## src/sv/gamepad_line_command_parser_unit_assert.svh

```systemverilog
// assertion macros for the gamepad line command parser
// used by the top level only; expects a clock named aclk and a reset named aresetn
`ifndef GAMEPAD_LINE_COMMAND_PARSER_UNIT_ASSERT_SVH
`define GAMEPAD_LINE_COMMAND_PARSER_UNIT_ASSERT_SVH

// property checked outside reset
`define GPCP_ASSERT(lbl, prop, msg) \
    lbl: assert property (@(posedge aclk) disable iff (!aresetn) prop) else $error(msg);

// property checked on every edge, reset included
`define GPCP_ASSERT_ALWAYS(lbl, prop, msg) \
    lbl: assert property (@(posedge aclk) prop) else $error(msg);

`endif

```

## src/sv/gpcp_pkg.sv

```systemverilog
// shared types and constants of the gamepad line command parser
// no dependencies
`default_nettype none

package gpcp_pkg;

    // line and button limits
    localparam int unsigned MAX_LINE     = 19;
    localparam int unsigned BUTTON_COUNT = 8;
    localparam int unsigned BTN_IDX_W    = (BUTTON_COUNT > 1) ? $clog2(BUTTON_COUNT) : 1;
    localparam int unsigned LINE_CNT_W   = $clog2(MAX_LINE + 1);

    // characters
    localparam logic [7:0] CH_NL    = 8'd10;
    localparam logic [7:0] CH_NUL   = 8'd0;
    localparam logic [7:0] CH_COLON = 8'h3A;
    localparam logic [7:0] CH_SPACE = 8'h20;
    localparam logic [7:0] CH_TAB   = 8'd9;
    localparam logic [7:0] CH_CR    = 8'd13;
    localparam logic [7:0] CH_PLUS  = 8'h2B;
    localparam logic [7:0] CH_MINUS = 8'h2D;
    localparam logic [7:0] CH_ZERO  = 8'h30;
    localparam logic [7:0] CH_ONE   = 8'h31;
    localparam logic [7:0] CH_NINE  = 8'h39;
    localparam logic [7:0] CH_A     = 8'h61;
    localparam logic [7:0] CH_X     = 8'h78;
    localparam logic [7:0] CH_I     = 8'h69;
    localparam logic [7:0] CH_S     = 8'h73;
    localparam logic [7:0] CH_B     = 8'h62;
    localparam logic [7:0] CH_T     = 8'h74;
    localparam logic [7:0] CH_N     = 8'h6E;

    // keyword compare progress
    localparam logic [3:0] KW_START = 4'd0;
    localparam logic [3:0] KW_A     = 4'd1;
    localparam logic [3:0] KW_AX    = 4'd2;
    localparam logic [3:0] KW_AXI   = 4'd3;
    localparam logic [3:0] KW_AXIS  = 4'd4;
    localparam logic [3:0] KW_B     = 4'd5;
    localparam logic [3:0] KW_BT    = 4'd6;
    localparam logic [3:0] KW_BTN   = 4'd7;
    localparam logic [3:0] KW_FAIL  = 4'd8;

    // number reader phases
    localparam logic [1:0] PH_SKIP   = 2'd0;
    localparam logic [1:0] PH_DIGITS = 2'd1;
    localparam logic [1:0] PH_DONE   = 2'd2;

    // pressed field progress
    localparam logic [1:0] PR_NONE     = 2'd0;
    localparam logic [1:0] PR_PRESSED  = 2'd1;
    localparam logic [1:0] PR_RELEASED = 2'd2;

    // result outcome codes
    localparam logic [1:0] OUT_AXIS    = 2'd0;
    localparam logic [1:0] OUT_BUTTON  = 2'd1;
    localparam logic [1:0] OUT_IGNORED = 2'd2;

    // command queue
    localparam int unsigned QUEUE_DEPTH = 4;
    localparam int unsigned QUEUE_AW    = $clog2(QUEUE_DEPTH);

    // one classified line, handed from front to back
    typedef struct packed {
        logic [1:0] outcome;   // what the back applies
        logic [7:0] first;     // left-right byte or button index
        logic [7:0] second;    // up-down byte
        logic       pressed;   // new button state
    } cmd_t;

endpackage

`default_nettype wire

```

## src/sv/gamepad_line_command_parser_unit.sv

```systemverilog
// top level of the gamepad line command parser
// depends on gpcp_pkg, gpcp_front, gpcp_queue, gpcp_back and the assertion header
`default_nettype none

`include "gamepad_line_command_parser_unit_assert.svh"

// Takes one serial character per transfer on the s_ side and emits one result per
// non-empty line (on its newline) on the m_ side. Every character, newline
// included, is taken while s_tready is high: the front end updates its line parse
// state each cycle and, at a newline, pushes a classified command into a
// four-entry queue. The back end applies one command per cycle while its result
// register is free or being drained, updating the axis and button registers, and
// holds the result in that output register, so the input keeps flowing while a
// result waits. s_tready falls only when the queue is full, which needs four
// finished lines queued behind a result held by a stalled m_ side. m_tvalid rises
// when a queued command is loaded into the result register. No clearing pass.

module gamepad_line_command_parser_unit (
    input  wire logic        aclk,
    input  wire logic        aresetn,
    input  wire logic        s_tvalid,
    output logic             s_tready,
    input  wire logic [7:0]  s_tdata,    // [7:0] char_in
    output logic             m_tvalid,
    input  wire logic        m_tready,
    output logic [31:0]      m_tdata     // [1:0] outcome, [9:2] lr_axis, [17:10] ud_axis,
                                         // [25:18] button_mask, [31:26] zero
);

    logic           push;
    logic           pop;
    logic           full;
    logic           empty;
    gpcp_pkg::cmd_t push_cmd;
    gpcp_pkg::cmd_t pop_cmd;

    // character parser
    gpcp_front u_front (
        .aclk       (aclk),
        .aresetn    (aresetn),
        .s_tvalid   (s_tvalid),
        .s_tready   (s_tready),
        .s_tdata    (s_tdata),
        .queue_full (full),
        .push       (push),
        .push_cmd   (push_cmd)
    );

    // command queue
    gpcp_queue u_queue (
        .aclk     (aclk),
        .aresetn  (aresetn),
        .push     (push),
        .push_cmd (push_cmd),
        .full     (full),
        .pop      (pop),
        .pop_cmd  (pop_cmd),
        .empty    (empty)
    );

    // command executor and result register
    gpcp_back u_back (
        .aclk     (aclk),
        .aresetn  (aresetn),
        .empty    (empty),
        .pop_cmd  (pop_cmd),
        .pop      (pop),
        .m_tvalid (m_tvalid),
        .m_tready (m_tready),
        .m_tdata  (m_tdata)
    );

    // only a newline transfer may queue a command
    `GPCP_ASSERT(a_push_on_newline, push |-> (s_tvalid && s_tready && (s_tdata == gpcp_pkg::CH_NL)), "command queued without newline transfer")

    // queue never written while full
    `GPCP_ASSERT(a_no_overflow, push |-> !full, "command queue overflow")

    // queue never read while empty
    `GPCP_ASSERT_ALWAYS(a_no_underflow, pop |-> !empty, "command queue underflow")

endmodule

`default_nettype wire

```

## src/sv/gpcp_front.sv

```systemverilog
// front end: takes characters, tracks the line being parsed, classifies it at newline
// depends on gpcp_pkg
`default_nettype none

module gpcp_front (
    input  wire logic          aclk,
    input  wire logic          aresetn,
    input  wire logic          s_tvalid,
    output logic               s_tready,
    input  wire logic [7:0]    s_tdata,      // [7:0] char_in
    input  wire logic          queue_full,
    output logic               push,
    output gpcp_pkg::cmd_t     push_cmd
);

    logic [gpcp_pkg::LINE_CNT_W-1:0] line_count_reg, line_count_next;
    logic       text_ended_reg, text_ended_next;
    logic [2:0] field_reg, field_next;
    logic [3:0] kw_reg, kw_next;
    logic [1:0] phase_reg, phase_next;
    logic       neg_reg, neg_next;
    logic [15:0] accum_reg, accum_next;
    logic [7:0] first_reg, first_next;
    logic       first_bad_reg, first_bad_next;
    logic [1:0] pressed_reg, pressed_next;

    logic        accept;
    logic [7:0]  c;
    logic        is_digit;
    logic        is_space;
    logic [3:0]  digit;
    logic [11:0] t_lo;
    logic [11:0] t_hi;
    logic [15:0] accum_dig;
    logic [7:0]  num_byte;
    logic [7:0]  num_index;
    logic        num_index_bad;
    logic        feed_number;

    assign s_tready = !queue_full;
    assign accept   = s_tvalid && s_tready;
    assign c        = s_tdata;

    // character classes
    assign is_digit = (c >= gpcp_pkg::CH_ZERO) && (c <= gpcp_pkg::CH_NINE);
    assign is_space = (c == gpcp_pkg::CH_SPACE) ||
                      ((c >= gpcp_pkg::CH_TAB) && (c <= gpcp_pkg::CH_CR));
    assign digit    = 4'(c - gpcp_pkg::CH_ZERO);

    // one decimal digit step: exact low byte, saturated high byte
    assign t_lo = 12'(accum_reg[7:0]) * 12'd10 + 12'(digit);
    assign t_hi = 12'(accum_reg[15:8]) * 12'd10 + 12'(t_lo[11:8]);
    assign accum_dig = {(t_hi > 12'd255) ? 8'hFF : t_hi[7:0], t_lo[7:0]};

    // value of the number read so far
    assign num_byte = neg_reg ? 8'(8'd0 - accum_reg[7:0]) : accum_reg[7:0];
    always_comb begin
        num_index     = 8'd0;
        num_index_bad = 1'b0;
        if (accum_reg != 16'd0) begin
            if (!neg_reg && (accum_reg[15:8] == 8'd0) &&
                (32'(accum_reg[7:0]) < gpcp_pkg::BUTTON_COUNT)) begin
                num_index = accum_reg[7:0];
            end else begin
                num_index_bad = 1'b1;
            end
        end
    end

    // classify the finished line
    always_comb begin
        push_cmd.outcome = gpcp_pkg::OUT_IGNORED;
        push_cmd.first   = first_reg;
        push_cmd.second  = num_byte;
        push_cmd.pressed = (pressed_reg == gpcp_pkg::PR_PRESSED);
        if ((kw_reg == gpcp_pkg::KW_AXIS) && (field_reg >= 3'd3)) begin
            push_cmd.outcome = gpcp_pkg::OUT_AXIS;
        end else if ((kw_reg == gpcp_pkg::KW_BTN) && (field_reg >= 3'd2) &&
                     !first_bad_reg) begin
            push_cmd.outcome = gpcp_pkg::OUT_BUTTON;
        end
    end

    assign push = accept && (c == gpcp_pkg::CH_NL) && (line_count_reg != '0);

    // number field routing
    always_comb begin
        feed_number = 1'b0;
        if (field_reg != 3'd0) begin
            if (kw_reg == gpcp_pkg::KW_AXIS) begin
                feed_number = (field_reg == 3'd2) || (field_reg == 3'd3);
            end else if (kw_reg == gpcp_pkg::KW_BTN) begin
                feed_number = (field_reg == 3'd1);
            end
        end
    end

    // per-character parse step
    always_comb begin
        line_count_next = line_count_reg;
        text_ended_next = text_ended_reg;
        field_next      = field_reg;
        kw_next         = kw_reg;
        phase_next      = phase_reg;
        neg_next        = neg_reg;
        accum_next      = accum_reg;
        first_next      = first_reg;
        first_bad_next  = first_bad_reg;
        pressed_next    = pressed_reg;
        if (accept) begin
            if (c == gpcp_pkg::CH_NL) begin
                line_count_next = '0;
                text_ended_next = 1'b0;
                field_next      = 3'd0;
                kw_next         = gpcp_pkg::KW_START;
                phase_next      = gpcp_pkg::PH_SKIP;
                neg_next        = 1'b0;
                accum_next      = 16'd0;
                first_next      = 8'd0;
                first_bad_next  = 1'b0;
                pressed_next    = gpcp_pkg::PR_NONE;
            end else if (32'(line_count_reg) < gpcp_pkg::MAX_LINE) begin
                line_count_next = line_count_reg + 1'b1;
                if (text_ended_reg) begin
                    // rest of the line is past a zero byte
                end else if (c == gpcp_pkg::CH_NUL) begin
                    text_ended_next = 1'b1;
                end else if (c == gpcp_pkg::CH_COLON) begin
                    if ((field_reg == 3'd0) && (kw_reg != gpcp_pkg::KW_AXIS) &&
                        (kw_reg != gpcp_pkg::KW_BTN)) begin
                        kw_next = gpcp_pkg::KW_FAIL;
                    end
                    if ((kw_reg == gpcp_pkg::KW_AXIS) && (field_reg == 3'd2)) begin
                        first_next = num_byte;
                    end
                    if ((kw_reg == gpcp_pkg::KW_BTN) && (field_reg == 3'd1)) begin
                        first_next     = num_index;
                        first_bad_next = num_index_bad;
                    end
                    if (field_reg < 3'd4) begin
                        field_next = field_reg + 3'd1;
                    end
                    if (field_reg <= 3'd2) begin
                        phase_next = gpcp_pkg::PH_SKIP;
                        neg_next   = 1'b0;
                        accum_next = 16'd0;
                    end
                end else if (field_reg == 3'd0) begin
                    // keyword compare
                    kw_next = gpcp_pkg::KW_FAIL;
                    if ((kw_reg == gpcp_pkg::KW_START) && (c == gpcp_pkg::CH_A)) begin
                        kw_next = gpcp_pkg::KW_A;
                    end else if ((kw_reg == gpcp_pkg::KW_START) && (c == gpcp_pkg::CH_B)) begin
                        kw_next = gpcp_pkg::KW_B;
                    end else if ((kw_reg == gpcp_pkg::KW_A) && (c == gpcp_pkg::CH_X)) begin
                        kw_next = gpcp_pkg::KW_AX;
                    end else if ((kw_reg == gpcp_pkg::KW_AX) && (c == gpcp_pkg::CH_I)) begin
                        kw_next = gpcp_pkg::KW_AXI;
                    end else if ((kw_reg == gpcp_pkg::KW_AXI) && (c == gpcp_pkg::CH_S)) begin
                        kw_next = gpcp_pkg::KW_AXIS;
                    end else if ((kw_reg == gpcp_pkg::KW_B) && (c == gpcp_pkg::CH_T)) begin
                        kw_next = gpcp_pkg::KW_BT;
                    end else if ((kw_reg == gpcp_pkg::KW_BT) && (c == gpcp_pkg::CH_N)) begin
                        kw_next = gpcp_pkg::KW_BTN;
                    end
                end else if (feed_number) begin
                    // atoi-style number reader
                    if (phase_reg == gpcp_pkg::PH_SKIP) begin
                        if (is_space) begin
                            phase_next = phase_reg;
                        end else if ((c == gpcp_pkg::CH_PLUS) || (c == gpcp_pkg::CH_MINUS)) begin
                            neg_next   = (c == gpcp_pkg::CH_MINUS);
                            phase_next = gpcp_pkg::PH_DIGITS;
                        end else if (is_digit) begin
                            accum_next = accum_dig;
                            phase_next = gpcp_pkg::PH_DIGITS;
                        end else begin
                            phase_next = gpcp_pkg::PH_DONE;
                        end
                    end else if (phase_reg == gpcp_pkg::PH_DIGITS) begin
                        if (is_digit) begin
                            accum_next = accum_dig;
                        end else begin
                            phase_next = gpcp_pkg::PH_DONE;
                        end
                    end
                end else if ((kw_reg == gpcp_pkg::KW_BTN) && (field_reg == 3'd2) &&
                             (pressed_reg == gpcp_pkg::PR_NONE)) begin
                    pressed_next = (c == gpcp_pkg::CH_ONE) ? gpcp_pkg::PR_PRESSED
                                                           : gpcp_pkg::PR_RELEASED;
                end
            end
        end
    end

    // line state registers
    always_ff @(posedge aclk) begin
        if (!aresetn) begin
            line_count_reg <= '0;
            text_ended_reg <= 1'b0;
            field_reg      <= 3'd0;
            kw_reg         <= gpcp_pkg::KW_START;
            phase_reg      <= gpcp_pkg::PH_SKIP;
            neg_reg        <= 1'b0;
            accum_reg      <= 16'd0;
            first_reg      <= 8'd0;
            first_bad_reg  <= 1'b0;
            pressed_reg    <= gpcp_pkg::PR_NONE;
        end else begin
            line_count_reg <= line_count_next;
            text_ended_reg <= text_ended_next;
            field_reg      <= field_next;
            kw_reg         <= kw_next;
            phase_reg      <= phase_next;
            neg_reg        <= neg_next;
            accum_reg      <= accum_next;
            first_reg      <= first_next;
            first_bad_reg  <= first_bad_next;
            pressed_reg    <= pressed_next;
        end
    end

endmodule

`default_nettype wire

```

## src/sv/gpcp_queue.sv

```systemverilog
// short command queue between front and back
// depends on gpcp_pkg
`default_nettype none

module gpcp_queue (
    input  wire logic           aclk,
    input  wire logic           aresetn,
    input  wire logic           push,
    input  wire gpcp_pkg::cmd_t push_cmd,
    output logic                full,
    input  wire logic           pop,
    output gpcp_pkg::cmd_t      pop_cmd,
    output logic                empty
);

    gpcp_pkg::cmd_t mem [gpcp_pkg::QUEUE_DEPTH];

    logic [gpcp_pkg::QUEUE_AW-1:0] wr_ptr_reg, wr_ptr_next;
    logic [gpcp_pkg::QUEUE_AW-1:0] rd_ptr_reg, rd_ptr_next;
    logic [gpcp_pkg::QUEUE_AW:0]   count_reg, count_next;

    assign full    = (32'(count_reg) == gpcp_pkg::QUEUE_DEPTH);
    assign empty   = (count_reg == '0);
    assign pop_cmd = mem[rd_ptr_reg];

    // pointer and fill bookkeeping
    always_comb begin
        wr_ptr_next = wr_ptr_reg;
        rd_ptr_next = rd_ptr_reg;
        count_next  = count_reg;
        if (push) begin
            wr_ptr_next = wr_ptr_reg + 1'b1;
        end
        if (pop) begin
            rd_ptr_next = rd_ptr_reg + 1'b1;
        end
        if (push && !pop) begin
            count_next = count_reg + 1'b1;
        end else if (pop && !push) begin
            count_next = count_reg - 1'b1;
        end
    end

    always_ff @(posedge aclk) begin
        if (!aresetn) begin
            wr_ptr_reg <= '0;
            rd_ptr_reg <= '0;
            count_reg  <= '0;
        end else begin
            wr_ptr_reg <= wr_ptr_next;
            rd_ptr_reg <= rd_ptr_next;
            count_reg  <= count_next;
        end
    end

    // storage
    always_ff @(posedge aclk) begin
        if (push) begin
            mem[wr_ptr_reg] <= push_cmd;
        end
    end

endmodule

`default_nettype wire

```

## src/sv/gpcp_back.sv

```systemverilog
// back end: applies queued commands to the pad state and drives the result register
// depends on gpcp_pkg
`default_nettype none

module gpcp_back (
    input  wire logic           aclk,
    input  wire logic           aresetn,
    input  wire logic           empty,
    input  wire gpcp_pkg::cmd_t pop_cmd,
    output logic                pop,
    output logic                m_tvalid,
    input  wire logic           m_tready,
    output logic [31:0]         m_tdata   // [1:0] outcome, [9:2] lr_axis, [17:10] ud_axis,
                                          // [25:18] button_mask, [31:26] zero
);

    logic [7:0] axis_lr_reg, axis_lr_next;
    logic [7:0] axis_ud_reg, axis_ud_next;
    logic [gpcp_pkg::BUTTON_COUNT-1:0] buttons_reg, buttons_next;
    logic       m_valid_reg;
    logic [1:0] outcome_reg;
    logic [7:0] out_mask;
    logic [gpcp_pkg::BTN_IDX_W-1:0] btn_idx;

    // take a command when the result slot is free or being drained
    assign pop     = !empty && (!m_valid_reg || m_tready);
    assign btn_idx = pop_cmd.first[gpcp_pkg::BTN_IDX_W-1:0];

    // pad state update
    always_comb begin
        axis_lr_next = axis_lr_reg;
        axis_ud_next = axis_ud_reg;
        buttons_next = buttons_reg;
        unique case (pop_cmd.outcome)
            gpcp_pkg::OUT_AXIS: begin
                axis_lr_next = pop_cmd.first;
                axis_ud_next = pop_cmd.second;
            end
            gpcp_pkg::OUT_BUTTON: begin
                buttons_next[btn_idx] = pop_cmd.pressed;
            end
            default: begin
                axis_lr_next = axis_lr_reg;
            end
        endcase
    end

    always_ff @(posedge aclk) begin
        if (!aresetn) begin
            axis_lr_reg <= 8'd0;
            axis_ud_reg <= 8'd0;
            buttons_reg <= '0;
            m_valid_reg <= 1'b0;
        end else begin
            if (pop) begin
                axis_lr_reg <= axis_lr_next;
                axis_ud_reg <= axis_ud_next;
                buttons_reg <= buttons_next;
                m_valid_reg <= 1'b1;
            end else if (m_tready) begin
                m_valid_reg <= 1'b0;
            end
        end
    end

    // outcome of the held result
    always_ff @(posedge aclk) begin
        if (pop) begin
            outcome_reg <= pop_cmd.outcome;
        end
    end

    // low eight buttons form the reported mask
    always_comb begin
        out_mask = 8'd0;
        for (int i = 0; i < 8; i++) begin
            if (i < int'(gpcp_pkg::BUTTON_COUNT)) begin
                out_mask[i] = buttons_reg[i];
            end
        end
    end

    assign m_tvalid = m_valid_reg;
    assign m_tdata  = {6'd0, out_mask, axis_ud_reg, axis_lr_reg, outcome_reg};

endmodule

`default_nettype wire
```

## config.mk

```make
export PLATFORM = sky130hd
export DESIGN_NAME = gamepad_line_command_parser_unit
export DESIGN_NICKNAME = d
export VERILOG_FILES = /design/src/sv/gpcp_pkg.sv /design/src/sv/gamepad_line_command_parser_unit.sv /design/src/sv/gpcp_front.sv /design/src/sv/gpcp_queue.sv /design/src/sv/gpcp_back.sv
export VERILOG_INCLUDE_DIRS = /design/src /design/src/sv
export SDC_FILE = /design/constraint.sdc
export NUM_CORES = 1
export LEC_CHECK = 0
export BUFFER_PORTS_ARGS = -buffer_cell sky130_fd_sc_hd__buf_2
export CORE_ASPECT_RATIO = 0.9
export CORE_MARGIN = 2
export CORE_UTILIZATION = 55
export DETAILED_ROUTE_END_ITERATION = 8
export PLACE_DENSITY = 0.7
export SYNTH_ARGS = -nofsm -noshare
export SYNTH_HDL_FRONTEND = slang
export SYNTH_SLANG_ARGS = --single-unit
export TNS_END_PERCENT = 30
```

## constraint.sdc

```tcl
create_clock -name aclk -period 5.01 [get_ports aclk]
set_clock_uncertainty 0.15 [all_clocks]
set_input_delay 0.7515 -clock aclk [delete_from_list [all_inputs] [get_ports aclk]]
set_output_delay 0.7515 -clock aclk [all_outputs]
set_load 0.05 [all_outputs]
```

### After elaboration in Yosys (flattened, before gate mapping)

Memory sizes are Yosys's and may differ from the RTL's. A register that Yosys moved wholly into a read port is not among the register bits.
Index checks and enable logic that the tools add are counted.
Widths: inputs -> output; s select.

| storage, ports and cells | value |
|---|---|
| register bits after elaboration | 77 |
| bits in writable memories | 76 |
| bits of input ports | 12 |
| output and inout port bits | 34 |
| word-level logic and storage cells | 266 |
| memories kept | 1 |

| cells by class | value |
|---|---|
| add/subtract/negate cells | 10 |
| $mul | 2 |
| magnitude comparators | 13 |
| equality and inequality tests | 41 |
| muxes and demuxes | 108 |
| reduce and logical (&&, ||, !) cells | 73 |

Memory list:

| name | depth | bits a word | read ports | clocked after memory_dff | write ports | line | source |
|---|---|---|---|---|---|---|---|
| u_queue.mem | 4 | 19 | 1 | 1 | 1 | gpcp_queue.sv:16 | `gpcp_pkg::cmd_t mem [gpcp_pkg::QUEUE_DEPTH];` |

Operators with widths:

| kind | count |
|---|---|
| $mux 16 | 13 |
| $mux 8 | 11 |
| $eq 8x7->1 const B | 7 |
| $mux 4 | 14 |
| $mux 2 | 27 |
| $eq 8x6->1 const B | 5 |
| $mux 1 | 31 |
| $reduce_and 10->1 | 3 |
| $logic_and 1x1->1 | 27 |
| $add 12x4->12 | 2 |
| $mux 3 | 8 |
| $reduce_and 6->1 | 4 |
| $mul 8x3->11 const B | 2 |
| $reduce_bool 3->1 | 6 |
| $eq 4x3->1 const B | 4 |
| $logic_not 8->1 | 2 |
| $reduce_bool 16->1 | 1 |
| $reduce_bool 2->1 | 7 |
| $gt 12x8->1 const B | 1 |
| $mux 5 | 2 |
| $bwmux 8 | 1 |
| $eq 4x2->1 const B | 2 |
| $eq 8x4->1 const B | 1 |
| $ge 8x4->1 const B | 1 |
| other kinds (39) | 65 |

### Depth between registers and ports, before layout

Gate-level depths: netlist of the first run.

| depth | value |
|---|---|
| depth in word-level cells | 16 |
| gate-level depth with buffers | 18 |

### Cells and area by module

From an unflattened synthesis of the first run, not the netlist that was laid out.

| second synthesis, totals | value |
|---|---|
| cell total of the unflattened synthesis | 701 |
| area total of the unflattened synthesis | 8029.0 um^2 |

By module, submodules not included:

| module | instances | cells an instance | area each (um^2) |
|---|---|---|---|
| gpcp_front | 1 | 433 | 3603.5 |
| gpcp_queue | 1 | 142 | 3230.6 |
| gpcp_back | 1 | 126 | 1194.9 |

### Worst setup path before layout of the first run

OpenSTA, ideal clock, no wires.

| timing path | value |
|---|---|
| path kind | register to register |
| start | register u_front.accum_reg[1] |
| end | register u_front.accum_reg[8] |
| library setup time | 70 ps |
| arrival | 3775 ps |
| setup slack | 1015 ps |
| stages on the path, launching flop included | 18 |
| cell sequence | dfxtp_1 -> ha_1 -> ha_1 -> fa_1 -> a21o_1 -> a21oi_1 -> xnor2_1 -> nand4_1 -> nor2_1 -> xnor2_1 -> ha_1 -> a21o_1 -> a21oi_1 -> nor3_1 -> and4_1 -> nor2_1 -> o31ai_1 -> a21boi_1 |

| on the way | value |
|---|---|
| longest elaborated chain between the ends | 16 |
| elaborated cells on any way between the ends | 17 |
| those cells by class | add/sub: 2; mul: 1; order compare: 1; mux: 13 |

RTL lines:

| what | line | source |
|---|---|---|
| from (decl) | gpcp_front.sv:22 | `logic [15:0] accum_reg, accum_next;` |
| from (signal assigned) | gpcp_front.sv:216 | `accum_reg <= accum_next;` |
| $mul 8x3->11 (*) | gpcp_front.sv:51 | `assign t_lo = 12'(accum_reg[7:0]) * 12'd10 + 12'(digit);` |
| $add 12x4->12 (*) | gpcp_front.sv:51 |  |
| $add 12x4->12 (*) | gpcp_front.sv:52 | `assign t_hi = 12'(accum_reg[15:8]) * 12'd10 + 12'(t_lo[11:8]);` |
| $gt 12x8->1 | gpcp_front.sv:53 | `assign accum_dig = {(t_hi > 12'd255) ? 8'hFF : t_hi[7:0], t_lo[7:0]};` |
| $mux 8 (*) | gpcp_front.sv:53 |  |
| $mux 16 (*) | gpcp_front.sv:174, gpcp_front.sv:181 |  |
| $mux 16 | gpcp_front.sv:171 | `end else if ((c == gpcp_pkg::CH_PLUS) \|\| (c == gpcp_pkg::CH_MINUS)) begin` |
| $mux 16 | gpcp_front.sv:169 | `if (is_space) begin` |
| $mux 16 (*) | gpcp_front.sv:168 | `if (phase_reg == gpcp_pkg::PH_SKIP) begin` |
| $mux 16 (*) | gpcp_front.sv:166 | `end else if (feed_number) begin` |
| $mux 16 (*) | gpcp_front.sv:148 | `end else if (field_reg == 3'd0) begin` |
| $mux 16 (*) | gpcp_front.sv:128 | `end else if (c == gpcp_pkg::CH_COLON) begin` |
| $mux 16 (*) | gpcp_front.sv:126 | `end else if (c == gpcp_pkg::CH_NUL) begin` |
| $mux 16 (*) | gpcp_front.sv:124 | `if (text_ended_reg) begin` |
| $mux 16 (*) | gpcp_front.sv:122 | `end else if (32'(line_count_reg) < gpcp_pkg::MAX_LINE) begin` |
| $mux 16 (*) | gpcp_front.sv:111 | `if (c == gpcp_pkg::CH_NL) begin` |

Mark *: on every way between the ends. The rest lies on a longest branch, timed or not. The select of a mux whose other input is x is not followed.
A chain may end at the register's enable or synchronous reset.

### Final worst setup path of the first run

Same ends and word-level chain as after synthesis.

==> flow_metrics.tcl, run 1 <==
set metrics [dict create \
    status "finished, final reports clean" \
    row_count 41 \
    core_area_mm2 0.0140 \
    cts_tree "yes" \
    synth_cells 687 \
    critPathRequiredTime_ns 5.21 \
    tightestPinTransition_ns 1.09 \
    critical_path_class "reg -> reg" \
    cts-buffers-inserted 17 \
    r2r_start "u_front.accum_reg[1]" \
    whs_endpoint "u_front.first_bad_reg" \
    reg2reg_slack_ns 0.55 \
    comb_power_share_pct 13.6 \
    synthTopCellsByCount "78 x edfxtp_1, 77 x dfxtp_1, 57 x nor2b_1" \
    rsz0062_at_grt "false" \
    drtPass1Iterations 5 \
    synth_warnings 0 \
    drtIter0Drc 369 \
    total_power_uw 3060 \
    die_w_um 130 \
    grt_max_degree 46 \
    ir_drop_mv 0.262 \
    fin_crit_sh_pct 89.0 \
    grt_pass1_vias 5180 \
    finalSetupViolCount 0 \
    drive_gt1_share_pct 14.5 \
    finalHoldViolCount 0 \
    dieArea_mm2 0.0153 \
    postCtsSetupBuffers 0 \
    grt_usage_pct 20.9 \
    sw_frac_of_total_pct 26.9 \
    final_net_count 784 \
    p_int_uw 2240 \
    htreeDepth 4 \
    setup_tns_ns 0 \
    dominantRegCellSynth "edfxtp_1" \
    cp_max_fo 7 \
    worst_setup_path_start_kind "flop" \
    finalMaxSlewViolations 0 \
    slew_headroom_pct 27.1 \
    viasPerCell 5.69 \
    num_vias 5289 \
    hp-class "reg -> reg" \
    ant_nets 0 \
    synth.most_common_cell "edfxtp_1" \
    synth_area_mm2 0.00788 \
    crit_top_cell "ha_1" \
    largest_register_ffs 76 \
    yosysTopAreaCell "edfxtp_1" \
    pwr-share-seq_pct 45.8 \
    synth-seq-cells 155 \
    grt.busiest_layer "met2" \
    initial_core_util_pct 56.2 \
    clk_pin_slew_ns 0.06 \
    async_reset_ff_share_pct 0 \
    crit_path_end_kind "flop" \
    rr_worst_depth 17 \
    slowest_delay_ns 0.48 \
    use_met3_pct 4.36 \
    drcViolationCount 0 \
    antenna_found_initial 0 \
    area_growth_pct 11.6 \
    power_leakage_uw 0.00335 \
    fin_util_pct 62.7 \
    grt_use_met2_pct 33.6 \
    fmax_ghz 0.224 \
    syn_avg_cell_area_um2 11.5 \
    clockRootBuffer "clkbuf_16" \
    cts_resized 0 \
    fin_crit_ns 4.46 \
    die_height_um 118 \
    port_buffers 39 \
    n_antenna_cell 0 \
    post-dp-hpwl_um 10400 \
    p_sw_uw 825 \
    reg2reg_to "u_front.accum_reg[8]" \
    ios 46 \
    path_cells "ha_1 -> ha_1 -> fa_1 -> a21o_1 -> a21oi_1 -> xnor2_1 -> nand4_1 -> nor2_1 -> xnor2_1 -> ha_1 -> a21o_1 -> a21oi_1 -> nor3_1 -> and4_1 -> nor2_1 -> o31ai_1 -> a21boi_1" \
    ys_seq_area_share_pct 49.3 \
    crit_path_top_delay_cell "dfxtp_1" \
    clk_latency_ns 0.42 \
    clk_path_buf_depth 2 \
    grt_util_met1_pct 28.4 \
    route.final.wire_length_um 15000 \
    nFillCells 1105 \
    clockPowerShare_pct 40.6 \
    min_from "u_front.first_bad_reg" \
    synth_edf_count 78 \
    cp.arrival_ns 4.66 \
    cellPowerDensity_mw_per_mm2 349 \
    cts-hold-fix-buffers 0 \
    ys_types 66 \
    routedWlPerCell_um 16.1 \
    netlist.area_leader.share_pct 29.7 \
    cts.sinks 155 \
    grt_first_pass_wirelength_um 25100 \
    yosys-top-cells-area "edfxtp_1 30%, dfxtp_1 20%, ha_1 6.8%, mux4_2 5.4%, nor2b_1 4.5%" \
    drv_cap 0 \
    whs_path_depth 2 \
    overflow 0 \
    routabilityCongestion 0.887 \
]
power groups by stage:
stage	logic [µW]	registers (µW)	clock network, µW
2_1_floorplan	334	1430	0
3_3_place_gp	404	1430	0
3_5_place_dp	418	1430	0
4_1_cts	422	1400	1270
5_1_grt	454	1410	1330
6_report	417	1400	1240
worst max path at each step:
stage | startpoint | end
global placement | u_front.accum_reg[1] | u_front.accum_reg[8]
CTS | u_front.accum_reg[1] | u_front.accum_reg[8]
detailed placement | u_front.accum_reg[1] | u_front.accum_reg[8]
finish | u_front.accum_reg[1] | u_front.accum_reg[8]
floorplan | u_front.accum_reg[1] | u_front.accum_reg[8]
global route | u_front.accum_reg[3] | u_front.accum_reg[8]
layout by cell type (no fill, tap or decap), drive strengths merged, types with 4 or more instances in the layout:
| cell type | count |
|---|---|
| edfxtp | 78 |
| dfxtp | 77 |
| nor2b | 57 |
| ha | 43 |
| buf | 42 |
| nand2 | 36 |
| nor2 | 33 |
| a21oi | 31 |
| mux2i | 29 |
| inv | 29 |
| o21ai | 26 |
| mux4 | 19 |
| xnor2 | 19 |
| nand3 | 19 |
| clkbuf | 17 |
| nor3 | 17 |
| xor2 | 16 |
| and2 | 14 |
| a22oi | 11 |
| nor3b | 10 |
| nand2b | 9 |
| o31ai | 8 |
| a21boi | 8 |
| nand4 | 7 |
| nor4 | 7 |
| o21a | 6 |
| conb | 6 |
| and3 | 5 |
| fa | 5 |
| clkinvlp | 5 |
| nand3b | 4 |
logic make-up (layout without fill, tap and decap cells):
| family | count (synthesis) | in the layout | share of synthesized area [%] |
|---|---|---|---|
| AO/OA/AOI/OAI | 115 | 115 | 9.63 |
| flip-flops | 155 | 155 | 49.3 |
| AND/OR/NAND/NOR | 233 | 233 | 16.9 |
| other | 1 | 6 | 0.0476 |
| multiplexers | 48 | 48 | 9.12 |
| buffers and inverters | 52 | 97 | 3.00 |
| XOR/XNOR | 35 | 35 | 3.89 |
| adder cells (fa/ha/maj) | 48 | 48 | 8.10 |
metrics by stage:
stage | worst slack (ns) | instances | hold slack [ns] | cell area (µm²)
after floorplan | 1.02 | 692 | 0.294 | 7890
after global placement | 0.770 | 898 | 0.309 | 8200
after detailed placement | 0.583 | 898 | 0.317 | 8200
after CTS | 0.573 | 930 | 0.325 | 8790
after global routing | 0.141 | 930 | 0.360 | 8790
final | 0.550 | 930 | 0.321 | 8790
area by class of cell:
| type | instances | area, µm² | area share, % |
|---|---|---|---|
| Inverter | 23 | 86.3 | 0.983 |
| Clock inverter | 15 | 158 | 1.79 |
| Timing Repair Buffer | 42 | 218 | 2.48 |
| Sequential cell | 155 | 3880 | 44.2 |
| Tap cell | 193 | 241 | 2.75 |
| Multi-Input combinational cell | 485 | 3770 | 43.0 |
| Clock buffer | 17 | 425 | 4.84 |
layer usage:
metal | part of all wire (%) | vias to the layer above
met5 | 0 | -
met4 | 1.2 | 0
met3 | 3.5 | 15
met2 | 48 | 123
met1 | 47 | 2560
li1 | - | 2591
critical path, delay by kind of cell (launching register included):
family / cells / cell delay, ns
flops: 1 / 0.48
compound gates: 6 / 1.19
simple gates: 5 / 1.02
fa+ha+maj: 4 / 1.17
xor+xnor: 2 / 0.38
Power figures use the tool's default switching activity.
==> inputs of run 2 (changes only) <==
Settings changed: PLACE_DENSITY 0.7 to default, PLACE_DENSITY_LB_ADDON from default to 0.05.
==> run 2 against run 1 <==
  * Clock power increased by 3%
  * Fmax shrank 0.37%
  * Sequential power about the same
  * Via count shrank 0.76%
  * Power fell by 0.10%
  * Register-to-register slack got worse by 0.02 ns
  * Critical path depth unchanged
  * Critical path type unchanged
==> flow_metrics.tcl, run 2 (same netlist as run 1, synthesis figures left out) <==
set metrics [dict create \
    num_vias 5249 \
    power_leakage_uw 0.00335 \
    final_common_cell "edfxtp_1" \
    postCtsSetupBuffers 0 \
    final_cell_mix "78 x edfxtp_1, 77 x dfxtp_1, 57 x nor2b_1, 43 x ha_1, 39 x buf_2" \
    drtPass1Iterations 5 \
    grt_util_met1_pct 28.7 \
    fin_crit_sh_pct 89.4 \
    grt_usage_pct 20.8 \
    layout_setup_ws_ns 0.534 \
    cts_resized 0 \
    crit_top_cell "ha_1" \
    cp_max_fo 7 \
    r2r_start "u_front.accum_reg[1]" \
    dieArea_mm2 0.0153 \
    fmax_ghz 0.223 \
    fin_crit_ns 4.48 \
    ios 46 \
    drv_cap 0 \
    post-dp-hpwl_um 10300 \
    reg2reg_to "u_front.accum_reg[8]" \
    cp_top_family "adder cells" \
    tightestPinTransition_ns 1.02 \
    rsz0062_at_grt "false" \
    cts-hold-fix-buffers 0 \
    multi_input_area_mm2 0.00377 \
    cts.sinks 155 \
    viasPerCell 5.63 \
    drtIter0Drc 286 \
    cts-buffers-inserted 17 \
    slowest_delay_ns 0.47 \
    hp-class "reg -> reg" \
    path_cells "ha_1 -> ha_1 -> fa_1 -> a21o_1 -> a21oi_1 -> xnor2_1 -> nand4_1 -> nor2_1 -> xnor2_1 -> ha_1 -> a21o_1 -> a21oi_1 -> nor3_1 -> and4_1 -> nor2_1 -> o31ai_1 -> a21boi_1" \
    grt_max_degree 47 \
    worst_setup_path_start_kind "flop" \
    largest_register_ffs 76 \
    critical_path_class "reg -> reg" \
    critPathBufInv 0 \
    crit_path_end_kind "flop" \
    grt_pass1_vias 5194 \
    die_w_um 130 \
    stdcell_count 932 \
    cellPowerDensity_mw_per_mm2 347 \
    cp-startpoint "u_front.accum_reg[1]" \
    finalSetupViolCount 0 \
    route.final.wire_length_um 14800 \
    setup_tns_ns 0 \
    grt_first_pass_wirelength_um 25200 \
    nFillCells 1169 \
    area_growth_pct 12.0 \
    use_met3_pct 4.36 \
    initial_core_util_pct 56.2 \
    critPathRequiredTime_ns 5.21 \
    dpl.cell_count 900 \
    clk_pin_slew_ns 0.06 \
    ant_nets 0 \
    ir_drop_mv 0.294 \
    clockRootBuffer "clkbuf_16" \
    core_area_mm2 0.0140 \
    rr_worst_depth 17 \
    cp.arrival_ns 4.67 \
    n_antenna_cell 0 \
    drcViolationCount 0 \
    status "finished, final reports clean" \
    slew_headroom_pct 31.5 \
    antenna_found_initial 0 \
    cts_tree "yes" \
    drive_gt1_share_pct 14.2 \
    overflow 0 \
    crit_path_top_delay_cell "dfxtp_1" \
    endpoint "u_front.accum_reg[8]" \
    cp.depth 17 \
    regArea_mm2 0.00388 \
    routedWlPerCell_um 15.9 \
    clk_path_buf_depth 2 \
    finalMaxSlewViolations 0 \
    grt_use_met2_pct 33.2 \
    die_height_um 118 \
    row_count 41 \
    htreeDepth 4 \
    clk_latency_ns 0.42 \
    port_buffers 39 \
    reg2reg_slack_ns 0.53 \
    finalHoldViolCount 0 \
    place_ws_ns 0.574 \
    final_net_count 786 \
    grt.busiest_layer "met2" \
    routabilityCongestion 0.870 \
]
==> run 2: metal layers <==
metal	wire length (µm)	up-vias
li1	-	2590
met1	7030	2540
met2	7030	107
met3	596	12
met4	122	0
met5	0	-
==> run 2: how the worst min path moves through the flow <==
stage                      startpoint                      to  slack, ns  cells past startpoint
2_1_floorplan   u_front.first_bad_reg   u_front.first_bad_reg       0.29                      2
3_3_place_gp          u_back.m_tvalid         u_back.m_tvalid       0.31                      2
3_5_place_dp    u_front.first_bad_reg   u_front.first_bad_reg       0.33                      2
4_1_cts         u_front.first_bad_reg   u_front.first_bad_reg       0.34                      2
5_1_grt        u_front.text_ended_reg  u_front.text_ended_reg       0.38                      2
6_report        u_front.first_bad_reg   u_front.first_bad_reg       0.33                      2
==> run 2: tightest hold or removal path, cell delays in order (launching register included) <==
cell and delay [ns]:
dfxtp_1 0.31, nand2_1 0.05, a21boi_0 0.07
==> run 2: power breakdown <==
| part | switching, µW | leakage (µW) | internal, µW |
|---|---|---|---|
| Sequential | 48.4 | 0.00138 | 1360 |
| Combinational | 212 | 0.00167 | 159 |
| Clock | 489 | 0.000296 | 796 |
| Total | 749 | 0.00335 | 2310 |
==> run 2: layout make-up <==
| cell class | instances | area share [%] |
|---|---|---|
| Tap cell | 193 | 2.74 |
| Timing Repair Buffer | 44 | 2.64 |
| Inverter | 23 | 0.979 |
| Clock inverter | 8 | 1.22 |
| Sequential cell | 155 | 44.0 |
| Clock buffer | 24 | 5.59 |
| Multi-Input combinational cell | 485 | 42.8 |
==> run 2: per-stage QoR <==
step                      total power [µW]  cell area [µm²]  utilization [%]  hold WS (ns)
after global routing                  3200             8820             63.0         0.376
after CTS                             3100             8820             63.0         0.336
after floorplan                       1770             7890                -         0.294
final                                 3060             8820             63.0         0.333
after detailed placement              1810             8220             58.7         0.327
after global placement                1800             8220             58.7         0.310
